`config.mk`:
```
export PLATFORM = sky130hd
export DESIGN_NAME = bfpa_chain
export DESIGN_NICKNAME = d
export VERILOG_FILES = /design/src/design/best_fit_page_allocator_top_defines.svh /design/src/design/bfpa_cell.sv /design/src/design/bfpa_chain.sv
export SDC_FILE = /design/constraint.sdc
export NUM_CORES = 2
export LEC_CHECK = 0
export ABC_AREA = 1
export BUFFER_PORTS_ARGS = -buffer_cell sky130_fd_sc_hd__buf_4
export CORE_AREA = 2 2 449 451
export DETAILED_ROUTE_END_ITERATION = 12
export DIE_AREA = 0 0 451 453
export SETUP_SLACK_MARGIN = 0.02
export SLEW_MARGIN = 20
export SYNTH_ARGS = -nofsm -noshare
export SYNTH_HDL_FRONTEND = slang
export SYNTH_SLANG_ARGS = --single-unit
```
`constraint.sdc`:
```
create_clock -name clk_i -period 1.9 [get_ports clk_i]
set_input_delay 0.475 -clock clk_i [delete_from_list [all_inputs] [get_ports clk_i]]
set_output_delay 0.475 -clock clk_i [all_outputs]
set_load 0.02 [all_outputs]
```
`src/design/best_fit_page_allocator_top_defines.svh`:
```
// Assertion macros for the allocator's top level.
`ifndef BEST_FIT_PAGE_ALLOCATOR_TOP_DEFINES_SVH
`define BEST_FIT_PAGE_ALLOCATOR_TOP_DEFINES_SVH

// Checks a condition at every clock edge outside reset.
`define BFPA_ASSERT(label, expr, msg) \
  label: assert property (@(posedge clk_i) disable iff (!rst_ni) (expr)) else $error(msg);

// Checks that a cause is followed by an effect in the next cycle.
`define BFPA_ASSERT_NEXT(label, cause, effect, msg) \
  label: assert property (@(posedge clk_i) disable iff (!rst_ni) (cause) |=> (effect)) else $error(msg);

`endif

```
`src/design/bfpa_cell.sv`:
```
// One extent slot of a rotating table: valid flag, start page and length.
module bfpa_cell #(
  parameter int unsigned     SW        = 17,
  parameter int unsigned     LW        = 18,
  parameter bit              RST_VALID = 1'b0,
  parameter logic [LW-1:0]   RST_LEN   = '0
) (
  input  logic          clk_i,
  input  logic          rst_ni,
  input  logic          shift_i,
  input  logic          valid_i,
  input  logic [SW-1:0] start_i,
  input  logic [LW-1:0] len_i,
  output logic          valid_o,
  output logic [SW-1:0] start_o,
  output logic [LW-1:0] len_o
);

  logic          valid_q;
  logic [SW-1:0] start_q;
  logic [LW-1:0] len_q;

  // The slot takes its neighbor's contents whenever the table rotates.
  always_ff @(posedge clk_i or negedge rst_ni) begin
    if (!rst_ni) begin
      valid_q <= RST_VALID;
      start_q <= '0;
      len_q   <= RST_LEN;
    end else if (shift_i) begin
      valid_q <= valid_i;
      start_q <= start_i;
      len_q   <= len_i;
    end
  end

  assign valid_o = valid_q;
  assign start_o = start_q;
  assign len_o   = len_q;

endmodule

```
`src/design/bfpa_chain.sv`:
```
// Row of extent cells that rotates one slot per cycle toward its tail while shift is high.
module bfpa_chain #(
  parameter int unsigned   DEPTH      = 64,
  parameter int unsigned   SW         = 17,
  parameter int unsigned   LW         = 18,
  parameter bit            TAIL_VALID = 1'b0,
  parameter logic [LW-1:0] TAIL_LEN   = '0
) (
  input  logic          clk_i,
  input  logic          rst_ni,
  input  logic          shift_i,
  input  logic          valid_i,
  input  logic [SW-1:0] start_i,
  input  logic [LW-1:0] len_i,
  output logic          tail_valid_o,
  output logic [SW-1:0] tail_start_o,
  output logic [LW-1:0] tail_len_o,
  output logic          nxt_valid_o,
  output logic [SW-1:0] nxt_start_o,
  output logic [LW-1:0] nxt_len_o
);

  logic          cell_v [DEPTH];
  logic [SW-1:0] cell_s [DEPTH];
  logic [LW-1:0] cell_l [DEPTH];

  for (genvar k = 0; k < DEPTH; k++) begin : g_cell
    if (k == 0) begin : g_head
      bfpa_cell #(.SW(SW), .LW(LW), .RST_VALID(1'b0), .RST_LEN('0)) u_cell (
        .clk_i   (clk_i),
        .rst_ni  (rst_ni),
        .shift_i (shift_i),
        .valid_i (valid_i),
        .start_i (start_i),
        .len_i   (len_i),
        .valid_o (cell_v[k]),
        .start_o (cell_s[k]),
        .len_o   (cell_l[k])
      );
    end else if (k == DEPTH - 1) begin : g_tail
      // The tail cell holds table entry zero after reset.
      bfpa_cell #(.SW(SW), .LW(LW), .RST_VALID(TAIL_VALID), .RST_LEN(TAIL_LEN)) u_cell (
        .clk_i   (clk_i),
        .rst_ni  (rst_ni),
        .shift_i (shift_i),
        .valid_i (cell_v[k-1]),
        .start_i (cell_s[k-1]),
        .len_i   (cell_l[k-1]),
        .valid_o (cell_v[k]),
        .start_o (cell_s[k]),
        .len_o   (cell_l[k])
      );
    end else begin : g_mid
      bfpa_cell #(.SW(SW), .LW(LW), .RST_VALID(1'b0), .RST_LEN('0)) u_cell (
        .clk_i   (clk_i),
        .rst_ni  (rst_ni),
        .shift_i (shift_i),
        .valid_i (cell_v[k-1]),
        .start_i (cell_s[k-1]),
        .len_i   (cell_l[k-1]),
        .valid_o (cell_v[k]),
        .start_o (cell_s[k]),
        .len_o   (cell_l[k])
      );
    end
  end

  assign tail_valid_o = cell_v[DEPTH-1];
  assign tail_start_o = cell_s[DEPTH-1];
  assign tail_len_o   = cell_l[DEPTH-1];
  assign nxt_valid_o  = cell_v[DEPTH-2];
  assign nxt_start_o  = cell_s[DEPTH-2];
  assign nxt_len_o    = cell_l[DEPTH-2];

endmodule

```
# Word level (Yosys, flattened, before mapping)
# Cells that the tools add are included.
# word_totals
word_cells,192
reg_bits,2304
out_inout_bits,72
mem_bits_rw,0
latchBits,0
rom_bits,0
in_bits,39
n_memories,0
# op_classes
n_div,0
muxes,0
eq_ne,0
n_shift,0
addsub,0
mul,0
bitwise,0
n_lt_le_gt_ge,0
reduce_logical,0

# Logic depth before layout (Yosys ltp)
# depth
ltp_word,0
depth_mapped,7
mapped_depth_nobuf,3

# Hierarchy
# From an unflattened synthesis, not the netlist that was laid out.
# unflattened
cells_unflattened,9728
area_unflattened_um2,90807.1
# modules_own_cells
module,n_inst,area_per_inst_um2,seq_area_each_um2,cells_per_inst
bfpa_cell,64,1418.9,900.9,152

# Worst setup path before layout
# No wires, ideal clock.
# synth_path
path_kind,input port to flip-flop
start,input shift_i
end,register g_cell[21].g_mid.u_cell.start_q[0]
required_ns,1.835
setup_slack_ns,0.584
setup_ns,0.065
n_path_buf,4
arrival_time_ns,1.251
path_stages,7
cell_sequence,buf_4 > inv_4 > buf_6 > buf_6 > buf_4 > nand2_1 > nand2_1
# synth_rtl
item,line_no,source
"start, declared",bfpa_chain.sv:11,"input logic shift_i,"
"end signal, assigned",bfpa_cell.sv:31,start_q <= start_i;
"end, declared",bfpa_cell.sv:20,logic [SW-1:0] start_q;

# Final worst setup path
# layout_path
start,register g_cell[62].g_mid.u_cell.len_q[15]
end,output nxt_len_o[15]
# layout_rtl
item,line_no,source
"start, declared",bfpa_cell.sv:21,logic [LW-1:0] len_q;
"start signal, assigned",bfpa_cell.sv:32,len_q <= len_i;
"end, declared",bfpa_chain.sv:20,output logic [LW-1:0] nxt_len_o
# No word-level cell between the ends.

==> metrics <==
status=finished clean; core area=199000 sq um; drt total wl=146 mm; First-pass DRT Iterations=5; die area=204000 sq um; largest stage delay on the critical path=0.42 ns; Fin Clk Skew=0.0486 ns; unrepaired setup endpoints after global routing=true; critical path class=reg2out; R2R Path Start=g_cell[62].g_mid.u_cell.start_o[6]; post-layout util=49.8%; post-synth cell types=7; I/O pin count=111; post-route setup slack=0.0335 ns; vias in the first global route=58500; H-Tree Depth=4; Std-Cell Rows=164; leakage=56.9 nW; Cell Area, Synth=87500 sq um; Post-Syn Instances=9798; Placement Setup Slack=0.217 ns; Hold WC Path Type=in2async; Worst Setup End Kind=output port; Buf+Inv Stages, Crit Path=1; post-place instance area=90800 sq um; R2R setup slack=1.02 ns; CP max FO=3; Crit path max-delay family=flip-flops; Max clock buf depth=3; Worst setup SP type=register; Yosys warnings=0; top cell type's share of synthesized area=65.9%; crit path DAT=1.39 ns; reg2reg path depth=4; via/cell ratio=4.55; max cap viols=0; TritonCTS clock tree=built; top cells by count, synth=nand2_1, dfrtp_1, buf_2, buf_4, buf_6; count of flip-flops with a built-in enable after synthesis=0; Routed WL per cell=11.4 um; first-pass GRT wire length=267 mm; DR DRC count=0; Fmax=536 MHz; CP Cell Sequence=buf_6; most numerous cell in the Yosys netlist=nand2_1; Synth-to-Final Area Change=13.4%; IO buf count=110; Seq/Total Area, Yosys=65.9%; Die Height=453 um; Slew @ Worst Pin=0.791 ns; total power=0.104 W; post-DP HPWL=85.4 mm; DRT iter0 DRCs=4025; CTS sink cnt=2304; DIE WIDTH=451 um; Crit path required time=1.42 ns; clock-pin slew on the worst setup and hold paths=0.06 ns; layout cells sized above 1=7.42%; largest net degree at the start of global routing=128; Max rail drop VDD=1.15 mV; Final nets=9936; slowest cell on the critical path=dfrtp_1; Slew Limit Fails=0; final worst path period need=1.87 ns; ranking of synthesized cells by area=dfrtp_1, nand2_1, buf_2; antenna-violating nets left=0; Routability Congestion=0.718; CTS root buf=clkbuf_16; P per Cell Area=1050 nW/um^2; relative max-transition margin=47.3%; r2r endpoint=g_cell[63].g_tail.u_cell.start_o[6]; syn_area_per_cell=8.93 sq um; later-pin clock latency in the skew report=0.85 ns; register bit total from synthesis=2304; GR Overflow Total=0; GRT Total Usage=14.9%; Final setup viols=0; Final Instance Area=99200 sq um; Num CTS Buffers=229; antenna violations before repair=1; Starting Density=43.9%; Async SR Flop Fraction=100%; period utilization=98.2%; Setup TNS=0 ns; largest area contributor in the netlist=dfrtp_1; ys flop type=dfrtp_1; final hold vios=0; post-synth net total=9837; routed via count=58000
## kinds of logic (layout without fill, tap and decap cells)
| family | after synthesis | in the layout | synth area share, % |
|---|---|---|---|
| AND/OR/NAND/NOR | 6912 | 6912 | 29.6 |
| other | 0 | 1 | 0 |
| buffers and inverters | 582 | 858 | 4.47 |
| flip-flops | 2304 | 2304 | 65.9 |
## metal layers
metal	vias up	GRT usage, %	share of wire [%]
met5	-	0	0
met2	453	25.5	47
met4	0	4.00	2.0
li1	29500	-	-
met3	226	2.41	2.8
met1	27800	19.6	48
## worst max-delay path by stage
stage	from	end	cells past startpoint
after floorplan	shift_i	g_cell[21].g_mid.u_cell.start_o[0]	7
after global placement	shift_i	g_cell[3].g_mid.u_cell.start_o[5]	5
after detailed placement	shift_i	g_cell[15].g_mid.u_cell.start_o[2]	5
after CTS	g_cell[62].g_mid.u_cell.len_o[15]	nxt_len_o[15]	1
after global routing	g_cell[62].g_mid.u_cell.len_o[15]	nxt_len_o[15]	1
final	g_cell[62].g_mid.u_cell.len_o[15]	nxt_len_o[15]	1
## final cells by class
cell class	instances	area, sq um
sequential	2304	57700
fill	18700	100000
clock inverter	48	541
clock buffer	360	6810
multi-input combinational	6912	25900
antenna	1	2.50
tap	2656	3320
timing repair buffer	449	4910
inverter	1	20.0
## power by group
| group | switching, W | internal, W |
|---|---|---|
| Combinational | 0.00420 | 0.00228 |
| Clock | 0.0184 | 0.0252 |
| Sequential | 0.00182 | 0.0526 |
| Total | 0.0244 | 0.0801 |
## state kept, by name, summed over array words and instances, names as in the netlist
register and flops:
g_cell.g_tail.u_cell.len_o 18, g_cell.g_head.u_cell.valid_o 1, g_cell.g_head.u_cell.len_o 18, g_cell.g_mid.u_cell.valid_o 62, g_cell.g_mid.u_cell.start_o 1054, g_cell.g_head.u_cell.start_o 17
g_cell.g_mid.u_cell.len_o 1116, g_cell.g_tail.u_cell.valid_o 1, g_cell.g_tail.u_cell.start_o 17
## per-stage QoR
stage          cells  hold WS, ns
2_1_floorplan   9798        0.179
4_1_cts        12700        0.277
5_1_grt        12700        0.310
3_5_place_dp   12200        0.456
6_report       12700        0.329
3_3_place_gp   12200        0.453
## cell usage in the layout, fill, tap and decap left out
| master | count |
|---|---|
| clkbuf_1 | 73 |
| inv_16 | 3 |
| dlygate4sd3_1 | 38 |
| clkbuf_8 | 57 |
| clkinv_2 | 28 |
| clkinv_8 | 4 |
| clkinv_16 | 3 |
| dfrtp_1 | 2304 |
| clkbuf_16 | 230 |
| bufinv_16 | 5 |
| buf_6 | 72 |
| buf_4 | 246 |
| buf_16 | 2 |
| nand2_1 | 6912 |
| inv_8 | 1 |
| buf_12 | 91 |
| inv_6 | 3 |
| clkinv_4 | 2 |
| diode_2 | 1 |
## repair_timing
item	4_1_cts	5_1_grt
setup endpoints to repair	72	72
setup buffers	41	19
hold buffers	38	0
hold endpoints to repair	1070	0
gates resized for setup	72	0
Power figures use the tool's default switching activity.
